`src/subchannel_q_sanity_checker_top_macros.svh`:
```
// ----------------------------------------------------------------------------
// Subchannel Q sanity checker assertion macros
// Assertion wrappers that compile away when SYNTHESIS is defined.
// ----------------------------------------------------------------------------
`ifndef SUBCHANNEL_Q_SANITY_CHECKER_TOP_MACROS_SVH
`define SUBCHANNEL_Q_SANITY_CHECKER_TOP_MACROS_SVH
`ifndef SYNTHESIS
// same-cycle implication
`define SCQ_ASSERT_IMPLY(label, clk, rst, ante, cons) \
   label: assert property (@(posedge clk) disable iff (rst) (ante) |-> (cons)) \
      else $error("scq: assertion failed");
// next-cycle implication
`define SCQ_ASSERT_NEXT(label, clk, rst, ante, cons) \
   label: assert property (@(posedge clk) disable iff (rst) (ante) |=> (cons)) \
      else $error("scq: assertion failed");
`else
`define SCQ_ASSERT_IMPLY(label, clk, rst, ante, cons)
`define SCQ_ASSERT_NEXT(label, clk, rst, ante, cons)
`endif
`endif

```
`src/scq_pkg.sv`:
```
// ----------------------------------------------------------------------------
// scq_pkg
// Shared types and constants of the subchannel Q sanity checker.
// ----------------------------------------------------------------------------
package scq_pkg;

   // sector counter width
   localparam int SectorIndexBits = 20;

   // record layout
   localparam int RecordBytes  = 12;
   localparam int RecordBits   = RecordBytes * 8;
   localparam int CrcBytes     = 10;
   localparam int ByteIdxBits  = $clog2(RecordBytes);
   localparam int RspDataBits  = 8;

   // position arithmetic
   localparam int PosBits   = 20;
   localparam int TrackBits = 7;
   localparam int DiffBits  = ((SectorIndexBits > PosBits) ? SectorIndexBits : PosBits) + 2;
   localparam int CfgBits   = 10;

   // constants of the Q format
   localparam logic [15:0] CrcPoly          = 16'h1021;
   localparam logic [3:0]  AdrPosition      = 4'h1;
   localparam logic [3:0]  BcdDigitMax      = 4'h9;
   localparam logic [7:0]  MaxSecondsBcd    = 8'h59;
   localparam logic [7:0]  MaxFramesBcd     = 8'h74;
   localparam int          SecondsPerMinute = 60;
   localparam int          FramesPerSecond  = 75;
   localparam int          AbsOffset        = 150;
   localparam logic [CfgBits-1:0] CfgReset  = CfgBits'(100);

   // queue between front and back
   localparam int QueueDepth     = 2;
   localparam int QueuePtrBits   = $clog2(QueueDepth);
   localparam int QueueCountBits = $clog2(QueueDepth + 1);

   // register index (from paddr[2])
   localparam logic RegMaxJump  = 1'b0;
   localparam logic RegMaxDrift = 1'b1;

   typedef enum logic [2:0] {
      ErrNone  = 3'd0,
      ErrBcd   = 3'd1,
      ErrJump  = 3'd2,
      ErrDrift = 3'd3,
      ErrTrack = 3'd4
   } err_type;

   // classified record
   typedef struct packed {
      logic                        used;
      logic                        bad;
      logic signed [PosBits-1:0]   pos;
      logic [TrackBits-1:0]        track;
      logic                        last;
   } entry_type;

   typedef struct packed {
      logic [CfgBits-1:0] max_jump;
      logic [CfgBits-1:0] max_drift;
   } cfg_type;

endpackage

```
`src/scq_front.sv`:
```
// ----------------------------------------------------------------------------
// scq_front
// Accepts a Q record, runs the CRC a byte per cycle and classifies it.
// ----------------------------------------------------------------------------
module scq_front (
   input  logic                            clock,
   input  logic                            reset,
   input  logic                            req_tvalid,
   output logic                            req_tready,
   input  logic [scq_pkg::RecordBits-1:0]  req_tdata,
   input  logic                            req_tlast,
   input  logic                            q_full,
   output logic                            q_push,
   output scq_pkg::entry_type              q_entry
);
   import scq_pkg::*;

   typedef enum logic [2:0] {
      FrIdle = 3'b001,
      FrCrc  = 3'b010,
      FrPush = 3'b100
   } front_state_type;

   localparam logic [ByteIdxBits-1:0] CrcLastByte = ByteIdxBits'(CrcBytes - 1);

   front_state_type        state_ff, state_in;
   logic [RecordBits-1:0]  rec_ff, rec_in;
   logic                   last_ff, last_in;
   logic [15:0]            crc_ff, crc_in;
   logic [ByteIdxBits-1:0] cnt_ff, cnt_in;
   logic [7:0]             q_byte [RecordBytes];

   function automatic logic [15:0] crc_step(input logic [15:0] crc, input logic [7:0] data);
      logic [15:0] c;
      c = crc ^ {data, 8'h00};
      for (int k = 0; k < 8; k++) begin
         c = c[15] ? ((c << 1) ^ CrcPoly) : (c << 1);
      end
      return c;
   endfunction

   function automatic logic bcd_ok(input logic [7:0] v);
      return (v[3:0] <= BcdDigitMax) && (v[7:4] <= BcdDigitMax);
   endfunction

   function automatic logic [7:0] bcd_val(input logic [7:0] v);
      return 8'({4'h0, v[7:4]} * 8'd10) + {4'h0, v[3:0]};
   endfunction

   // record bytes: byte 0 at the top of q_first_eight, byte 8 at the top of q_last_four
   always_comb begin
      for (int i = 0; i < 8; i++) begin
         q_byte[i] = rec_ff[63-8*i -: 8];
      end
      for (int i = 0; i < 4; i++) begin
         q_byte[8+i] = rec_ff[95-8*i -: 8];
      end
   end

   // sequencer
   always_comb begin
      state_in = state_ff;
      rec_in   = rec_ff;
      last_in  = last_ff;
      crc_in   = crc_ff;
      cnt_in   = cnt_ff;
      case (state_ff)
         FrIdle: begin
            if (req_tvalid) begin
               rec_in   = req_tdata;
               last_in  = req_tlast;
               crc_in   = '0;
               cnt_in   = '0;
               state_in = FrCrc;
            end
         end
         FrCrc: begin
            crc_in = crc_step(crc_ff, q_byte[cnt_ff]);
            cnt_in = cnt_ff + ByteIdxBits'(1);
            if (cnt_ff == CrcLastByte) state_in = FrPush;
         end
         FrPush: begin
            if (!q_full) state_in = FrIdle;
         end
         default: state_in = FrIdle;
      endcase
   end

   always_ff @(posedge clock) begin
      if (reset) begin
         state_ff <= FrIdle;
         cnt_ff   <= '0;
      end else begin
         state_ff <= state_in;
         cnt_ff   <= cnt_in;
      end
      rec_ff  <= rec_in;
      last_ff <= last_in;
      crc_ff  <= crc_in;
   end

   // classification
   logic                 crc_ok;
   logic                 bcd_bad;
   logic                 range_bad;
   logic [6:0]           abs_m, abs_s, abs_f;
   logic [12:0]          seconds_total;
   logic [18:0]          frames_total;

   always_comb begin
      crc_ok  = (~crc_ff) == {q_byte[10], q_byte[11]};
      bcd_bad = 1'b0;
      for (int i = 1; i <= 9; i++) begin
         if (i != 6 && !bcd_ok(q_byte[i])) bcd_bad = 1'b1;
      end
      range_bad = (q_byte[4] > MaxSecondsBcd) || (q_byte[5] > MaxFramesBcd) ||
                  (q_byte[8] > MaxSecondsBcd) || (q_byte[9] > MaxFramesBcd);
      abs_m = 7'(bcd_val(q_byte[7]));
      abs_s = 7'(bcd_val(q_byte[8]));
      abs_f = 7'(bcd_val(q_byte[9]));
      seconds_total = 13'(abs_m) * 13'(SecondsPerMinute) + 13'(abs_s);
      frames_total  = 19'(seconds_total) * 19'(FramesPerSecond) + 19'(abs_f);

      q_entry.used  = crc_ok && (q_byte[0][3:0] == AdrPosition);
      q_entry.bad   = bcd_bad || range_bad;
      q_entry.pos   = PosBits'(frames_total) - PosBits'(AbsOffset);
      q_entry.track = TrackBits'(bcd_val(q_byte[1]));
      q_entry.last  = last_ff;
   end

   assign req_tready = (state_ff == FrIdle);
   assign q_push     = (state_ff == FrPush) && !q_full;

endmodule

```
`src/scq_queue.sv`:
```
// ----------------------------------------------------------------------------
// scq_queue
// Short queue of classified records between front and back.
// ----------------------------------------------------------------------------
module scq_queue (
   input  logic               clock,
   input  logic               reset,
   input  logic               push,
   input  scq_pkg::entry_type entry_in,
   output logic               full,
   input  logic               pop,
   output scq_pkg::entry_type entry_out,
   output logic               empty
);
   import scq_pkg::*;

   entry_type                 mem_ff [QueueDepth];
   logic [QueuePtrBits-1:0]   wr_ptr_ff, rd_ptr_ff;
   logic [QueueCountBits-1:0] count_ff, count_in;

   assign full      = (count_ff == QueueCountBits'(QueueDepth));
   assign empty     = (count_ff == '0);
   assign entry_out = mem_ff[rd_ptr_ff];

   // occupancy
   always_comb begin
      count_in = count_ff;
      if (push && !pop) count_in = count_ff + QueueCountBits'(1);
      else if (pop && !push) count_in = count_ff - QueueCountBits'(1);
   end

   always_ff @(posedge clock) begin
      if (reset) begin
         wr_ptr_ff <= '0;
         rd_ptr_ff <= '0;
         count_ff  <= '0;
      end else begin
         if (push) wr_ptr_ff <= wr_ptr_ff + QueuePtrBits'(1);
         if (pop)  rd_ptr_ff <= rd_ptr_ff + QueuePtrBits'(1);
         count_ff <= count_in;
      end
      if (push) mem_ff[wr_ptr_ff] <= entry_in;
   end

endmodule

```
`src/scq_back.sv`:
```
// ----------------------------------------------------------------------------
// scq_back
// Holds the run state, checks jump, drift and track, drives the result.
// ----------------------------------------------------------------------------
`include "subchannel_q_sanity_checker_top_macros.svh"
module scq_back (
   input  logic                             clock,
   input  logic                             reset,
   input  scq_pkg::cfg_type                 cfg,
   input  logic                             q_empty,
   input  scq_pkg::entry_type               q_entry,
   output logic                             q_pop,
   output logic                             rsp_tvalid,
   input  logic                             rsp_tready,
   output logic [scq_pkg::RspDataBits-1:0]  rsp_tdata,
   output logic                             rsp_tlast
);
   import scq_pkg::*;

   logic [SectorIndexBits-1:0] sidx_ff, sidx_in;
   logic                       have_prev_ff, have_prev_in;
   logic signed [PosBits-1:0]  prev_pos_ff, prev_pos_in;
   logic [TrackBits-1:0]       prev_track_ff, prev_track_in;
   err_type                    err_ff, err_in;

   logic                       rsp_valid_ff;
   err_type                    rsp_status_ff;
   logic                       rsp_used_ff;
   logic                       rsp_last_ff;

   logic [DiffBits-1:0]        pos_ext, prev_ext, sidx_ext;
   logic [DiffBits-1:0]        jump_diff, jump_abs, drift_diff, drift_abs;
   logic                       jump_big, drift_big;
   err_type                    err_eval;
   logic signed [PosBits-1:0]  prev_pos_eval;
   logic                       have_prev_eval;
   logic [TrackBits-1:0]       prev_track_eval;

   assign q_pop = !q_empty && (!rsp_valid_ff || rsp_tready);

   // distances
   always_comb begin
      pos_ext    = {{(DiffBits-PosBits){q_entry.pos[PosBits-1]}}, q_entry.pos};
      prev_ext   = {{(DiffBits-PosBits){prev_pos_ff[PosBits-1]}}, prev_pos_ff};
      sidx_ext   = {{(DiffBits-SectorIndexBits){1'b0}}, sidx_ff};
      jump_diff  = pos_ext - prev_ext;
      jump_abs   = jump_diff[DiffBits-1] ? (~jump_diff + DiffBits'(1)) : jump_diff;
      drift_diff = pos_ext - sidx_ext;
      drift_abs  = drift_diff[DiffBits-1] ? (~drift_diff + DiffBits'(1)) : drift_diff;
      jump_big   = jump_abs > DiffBits'(cfg.max_jump);
      drift_big  = drift_abs > DiffBits'(cfg.max_drift);
   end

   // checks in priority order, first error sticks
   always_comb begin
      err_eval        = err_ff;
      prev_pos_eval   = prev_pos_ff;
      have_prev_eval  = have_prev_ff;
      prev_track_eval = prev_track_ff;
      if (q_entry.used && err_ff == ErrNone) begin
         if (q_entry.bad) begin
            err_eval = ErrBcd;
         end else if (have_prev_ff && jump_big) begin
            err_eval = ErrJump;
         end else if (drift_big) begin
            err_eval = ErrDrift;
         end else begin
            prev_pos_eval  = q_entry.pos;
            have_prev_eval = 1'b1;
            if (q_entry.track < prev_track_ff) err_eval = ErrTrack;
            else prev_track_eval = q_entry.track;
         end
      end
   end

   // commit, or clear at the end of a run
   always_comb begin
      sidx_in       = sidx_ff;
      have_prev_in  = have_prev_ff;
      prev_pos_in   = prev_pos_ff;
      prev_track_in = prev_track_ff;
      err_in        = err_ff;
      if (q_pop) begin
         if (q_entry.last) begin
            sidx_in       = '0;
            have_prev_in  = 1'b0;
            prev_pos_in   = '0;
            prev_track_in = '0;
            err_in        = ErrNone;
         end else begin
            sidx_in       = sidx_ff + SectorIndexBits'(1);
            have_prev_in  = have_prev_eval;
            prev_pos_in   = prev_pos_eval;
            prev_track_in = prev_track_eval;
            err_in        = err_eval;
         end
      end
   end

   always_ff @(posedge clock) begin
      if (reset) begin
         sidx_ff       <= '0;
         have_prev_ff  <= 1'b0;
         prev_pos_ff   <= '0;
         prev_track_ff <= '0;
         err_ff        <= ErrNone;
         rsp_valid_ff  <= 1'b0;
      end else begin
         sidx_ff       <= sidx_in;
         have_prev_ff  <= have_prev_in;
         prev_pos_ff   <= prev_pos_in;
         prev_track_ff <= prev_track_in;
         err_ff        <= err_in;
         if (q_pop) rsp_valid_ff <= 1'b1;
         else if (rsp_tready) rsp_valid_ff <= 1'b0;
      end
      if (q_pop) begin
         rsp_status_ff <= err_eval;
         rsp_used_ff   <= q_entry.used;
         rsp_last_ff   <= q_entry.last;
      end
   end

   // result register
   assign rsp_tvalid = rsp_valid_ff;
   assign rsp_tdata  = {{(RspDataBits-4){1'b0}}, rsp_used_ff, rsp_status_ff};
   assign rsp_tlast  = rsp_last_ff;

   // checks
   `SCQ_ASSERT_NEXT(a_err_sticky, clock, reset, (err_ff != ErrNone) && !(q_pop && q_entry.last), err_ff == $past(err_ff))
   `SCQ_ASSERT_NEXT(a_run_clears, clock, reset, q_pop && q_entry.last, (sidx_ff == '0) && !have_prev_ff && (err_ff == ErrNone))
   `SCQ_ASSERT_IMPLY(a_prev_unset, clock, reset, !have_prev_ff, prev_pos_ff == '0)

endmodule

```
`src/subchannel_q_sanity_checker_top.sv`:
```
// The front end takes one request at a time: it accepts a new request only once the
// byte-serial CRC unit has run (one CRC byte per cycle over ten bytes) and the record
// has been pushed into the queue, which it waits for while the queue is full.
// Reset: synchronous, active high; clears run state, queue and result register,
// and sets max_jump and max_drift back to 100.
// ----------------------------------------------------------------------------
// subchannel_q_sanity_checker_top
// Checks the Q subchannel of each sector for CRC, BCD, position and track sanity.
// ----------------------------------------------------------------------------
module subchannel_q_sanity_checker_top (
   input  logic                            clock,
   input  logic                            reset,
   // request: tdata = q_first_eight [63:0], q_last_four [95:64]; tlast = last_sector
   input  logic                            req_tvalid,
   output logic                            req_tready,
   input  logic [scq_pkg::RecordBits-1:0]  req_tdata,
   input  logic                            req_tlast,
   // result: tdata = status [2:0], record_used [3], zeros above; tlast = run_done
   output logic                            rsp_tvalid,
   input  logic                            rsp_tready,
   output logic [scq_pkg::RspDataBits-1:0] rsp_tdata,
   output logic                            rsp_tlast,
   // configuration: max_jump at 0x0, max_drift at 0x4
   input  logic                            csr_psel,
   input  logic                            csr_penable,
   input  logic                            csr_pwrite,
   input  logic [2:0]                      csr_paddr,
   input  logic [31:0]                     csr_pwdata,
   output logic [31:0]                     csr_prdata,
   output logic                            csr_pready
);
   import scq_pkg::*;

   cfg_type   cfg_ff;
   logic      cfg_we;
   logic      q_full, q_empty, q_push, q_pop;
   entry_type push_entry, pop_entry;

   // register file
   assign csr_pready = 1'b1;
   assign cfg_we     = csr_psel && csr_penable && csr_pwrite && csr_pready;

   always_ff @(posedge clock) begin
      if (reset) begin
         cfg_ff.max_jump  <= CfgReset;
         cfg_ff.max_drift <= CfgReset;
      end else if (cfg_we) begin
         case (csr_paddr[2])
            RegMaxJump:  cfg_ff.max_jump  <= csr_pwdata[CfgBits-1:0];
            RegMaxDrift: cfg_ff.max_drift <= csr_pwdata[CfgBits-1:0];
            default: ;
         endcase
      end
   end

   always_comb begin
      case (csr_paddr[2])
         RegMaxJump:  csr_prdata = {{(32-CfgBits){1'b0}}, cfg_ff.max_jump};
         RegMaxDrift: csr_prdata = {{(32-CfgBits){1'b0}}, cfg_ff.max_drift};
         default:     csr_prdata = '0;
      endcase
   end

   scq_front u_front (
      .clock      (clock),
      .reset      (reset),
      .req_tvalid (req_tvalid),
      .req_tready (req_tready),
      .req_tdata  (req_tdata),
      .req_tlast  (req_tlast),
      .q_full     (q_full),
      .q_push     (q_push),
      .q_entry    (push_entry)
   );

   scq_queue u_queue (
      .clock     (clock),
      .reset     (reset),
      .push      (q_push),
      .entry_in  (push_entry),
      .full      (q_full),
      .pop       (q_pop),
      .entry_out (pop_entry),
      .empty     (q_empty)
   );

   scq_back u_back (
      .clock      (clock),
      .reset      (reset),
      .cfg        (cfg_ff),
      .q_empty    (q_empty),
      .q_entry    (pop_entry),
      .q_pop      (q_pop),
      .rsp_tvalid (rsp_tvalid),
      .rsp_tready (rsp_tready),
      .rsp_tdata  (rsp_tdata),
      .rsp_tlast  (rsp_tlast)
   );

endmodule

```
`config.mk`:
```
export PLATFORM = sky130hd
export DESIGN_NAME = subchannel_q_sanity_checker_top
export DESIGN_NICKNAME = d
export VERILOG_FILES = /design/src/scq_pkg.sv /design/src/scq_front.sv /design/src/scq_queue.sv /design/src/scq_back.sv /design/src/subchannel_q_sanity_checker_top.sv
export VERILOG_INCLUDE_DIRS = /design/src /design/src/src
export SDC_FILE = /design/constraint.sdc
export NUM_CORES = 1
export LEC_CHECK = 0
export ABC_AREA = 1
export ABC_CLOCK_PERIOD_IN_PS = 20100
export BUFFER_PORTS_ARGS = -buffer_cell sky130_fd_sc_hd__buf_2
export CORE_ASPECT_RATIO = 0.6
export CORE_MARGIN = 3
export CORE_UTILIZATION = 41
export DETAILED_ROUTE_END_ITERATION = 10
export PLACE_DENSITY_LB_ADDON = 0.1
export SETUP_SLACK_MARGIN = 0.05
export SYNTH_ARGS = -nofsm -noshare
export SYNTH_HDL_FRONTEND = slang
export SYNTH_SLANG_ARGS = --single-unit
```
`constraint.sdc`:
```
create_clock -name clock -period 20.1 [get_ports clock]
set_input_delay 3.015 -clock clock [delete_from_list [all_inputs] [get_ports clock]]
set_output_delay 3.015 -clock clock [all_outputs]
set_load 0.02 [all_outputs]
```
==> flow_metrics.tcl <==
set metrics [dict create \
    outcome "finished clean" \
    grt_start_max_net_pins 75 \
    cts_tree "built" \
    hold_violations 0 \
    ys_seq_area_share_pct 34.66 \
    fillers 4822 \
    ios 183 \
    hold_path.class "reg2reg" \
    grt_pass1_vias 16440 \
    yosys.area.top_type_share_pct 26.37 \
    ctsResizeCount 0 \
    arrival_ns 8.92 \
    drive_above_1_share_pct 10.08 \
    ys_top_cells_by_area "edfxtp_1 26%, ha_1 11%, nand2_1 9.6%" \
    final.setup.tns_ns 0 \
    dpl_cell_area_mm2 0.02148 \
    end_kind "flop" \
    io_buffer_count 131 \
    core_area_mm2 0.04833 \
    gp_congestion 0.9173 \
    ys_seq_elements 262 \
    cts-root-buf "clkbuf_16" \
    clk_pin_slew_ns 0.06 \
    yosysWarnings 0 \
    ys.flop_type "edfxtp_1" \
    drv_cap 0 \
    first_pass_iters 5 \
    fin_crit_sh_pct 42.57 \
    place_hpwl_um 46380 \
    antenna_found_initial 0 \
    die_w_um 293.1 \
    area_growth_syn_to_layout_pct 10.97 \
    fmax_mhz 116.9 \
    ctsHoldBuffers 0 \
    clock_skew_ns 0.02212 \
    clock_path_buffers 3 \
    rsz0062_at_grt "no" \
    dieArea_mm2 0.05224 \
    finalSetupViolCount 0 \
    worst_setup_path_start_kind "flop" \
    synth_edf_count 178 \
    slowest_delay_ns 0.57 \
    period_needed_ns 8.556 \
    nets 3106 \
    first_iter_violations 1582 \
    syn_inst 2628 \
    crit_fanout 4 \
    fp.dieH_um 178.2 \
    cts_setup_buffers 0 \
    route.detailed.drc 0 \
    grt_pass1_wl_um 91550 \
    relSlewSlack_pct 28.19 \
    numCtsBuffers 29 \
    synth_most_common_cell "nand2_1" \
    crit_slowest_cell "fa_1" \
    synth_area_leader_cell "edfxtp_1" \
    num_vias 17760 \
    avgSynthCellArea_um2 7.714 \
    start_util_pct 41.95 \
    ant_nets 0 \
    wl_um 57910 \
    async_flop_share_pct 0 \
    avgRoutedWirePerCell_um 16.99 \
    ys_types 55 \
    syn_area_mm2 0.02027 \
    worstMarginPinSlew_ns 1.076 \
    cts.sinks 262 \
    routed_via_density 5.208 \
    drv_slew 0 \
    grtUsageTotal_pct 22.15 \
    h-tree-depth 1 \
    critical_path_required_ns 20.47 \
    insertion_delay_ns 0.58 \
    grt_overflow 0 \
    criticalPathCategory "reg2reg" \
    final_area_mm2 0.02250 \
    row_count 62 \
    synth_common_cells "516 x nand2_1, 457 x inv_1, 206 x nor2_1" \
]
## per-layer routing
| metal | GRT usage, % | share of wire, % | vias up |
|---|---|---|---|
| met1 | 36.20 | 53 | 8311 |
| met5 | 0 | 0 | - |
| met2 | 29.26 | 36 | 600 |
| met4 | 2.546 | 0.96 | 0 |
| li1 | - | - | 8811 |
| met3 | 5.500 | 9.6 | 33 |
## cell families (layout without fill, tap and decap cells)
group | after synthesis | in the layout | synth area share [%]
adder cells (fa/ha/maj) | 222 | 222 | 15.29
AND/OR/NAND/NOR | 1083 | 1083 | 23.58
other | 2 | 28 | 0.03705
multiplexers | 1 | 1 | 0.04938
flip-flops | 262 | 262 | 34.66
XOR/XNOR | 105 | 105 | 4.537
buffers and inverters | 548 | 663 | 10.85
AO/OA/AOI/OAI | 405 | 405 | 10.99
## state kept, by name (all words and copies together), names as in the netlist, 2 cells and up, named ones only
signal	count
u_back.err_ff	3
u_queue.mem_ff	60
u_front.rec_ff	96
u_front.crc_ff	16
u_back.rsp_status_ff	3
u_queue.count_ff	2
u_back.prev_track_ff	7
u_back.sidx_ff	20
cfg_ff	20
u_front.cnt_ff	4
u_back.prev_pos_ff	20
u_front.state_ff	3
## layout make-up
cell class,count,area [um2],share of cell area [%]
tap,640,800.8,3.560
inverter,465,1748,7.770
clock buffer,37,805.8,3.582
antenna,1,2.502,0.01112
timing repair buffer,144,753.2,3.348
clock inverter,17,211.5,0.9400
sequential,262,7029,31.25
multi-input combinational,1843,11140,49.54
## worst paths after layout
kind / endpoint / slack (ns) / cells past startpoint / start
worst min-delay path: flop / 0.46 / 1 / u_queue.rd_ptr_ff
worst max register to register: u_queue.mem_ff[0][27] / 11.54 / 32 / u_front.rec_ff[4]
worst min register to register: flop / 0.46 / 1 / u_queue.rd_ptr_ff
worst max-delay path: u_queue.mem_ff[0][27] / 11.54 / 32 / u_front.rec_ff[4]
## layout by cell type, fill, tap and decap left out, types with 10 or more instances in the layout
master | netlist | layout
a21oi_1 | 177 | 177
nand2_2 | 22 | 22
nor2_1 | 206 | 204
clkbuf_16 | 0 | 29
o21ai_0 | 158 | 158
buf_4 | 32 | 13
nor3_1 | 31 | 31
nand4_1 | 43 | 43
nand2_1 | 516 | 516
conb_1 | 2 | 27
xnor2_1 | 28 | 28
edfxtp_1 | 178 | 178
nor2_2 | 10 | 12
or2_2 | 25 | 25
ha_1 | 179 | 179
xor2_1 | 77 | 77
buf_2 | 6 | 131
o211ai_1 | 16 | 16
dfxtp_1 | 84 | 82
nand3_1 | 188 | 188
fa_1 | 43 | 43
inv_1 | 457 | 456
nand3b_1 | 10 | 10
## critical path, delay by kind of cell, from the launching register on
family	cells	cell delay (ns)
adder cells (fa/ha/maj)	11	4.78
AO/OA/AOI/OAI	3	0.40
flip-flops	1	0.52
buffers and inverters	6	0.39
AND/OR/NAND/NOR	10	1.66
XOR/XNOR	2	0.62
## per-stage QoR
stage | hold WS (ns) | util (%) | worst slack, ns | cells
floorplan | 0.4215 | - | 12.57 | 2653
global placement | 0.4239 | 44.44 | 11.64 | 3354
detailed placement | 0.4516 | 44.44 | 11.58 | 3354
CTS | 0.4577 | 46.54 | 11.54 | 3408
global route | 0.4668 | 46.54 | 10.82 | 3408
finish | 0.4610 | 46.55 | 11.54 | 3409
Power is left out: the tool's default activity adds up to more than one toggle a clock period on the data nets, which glitch-free logic cannot reach.
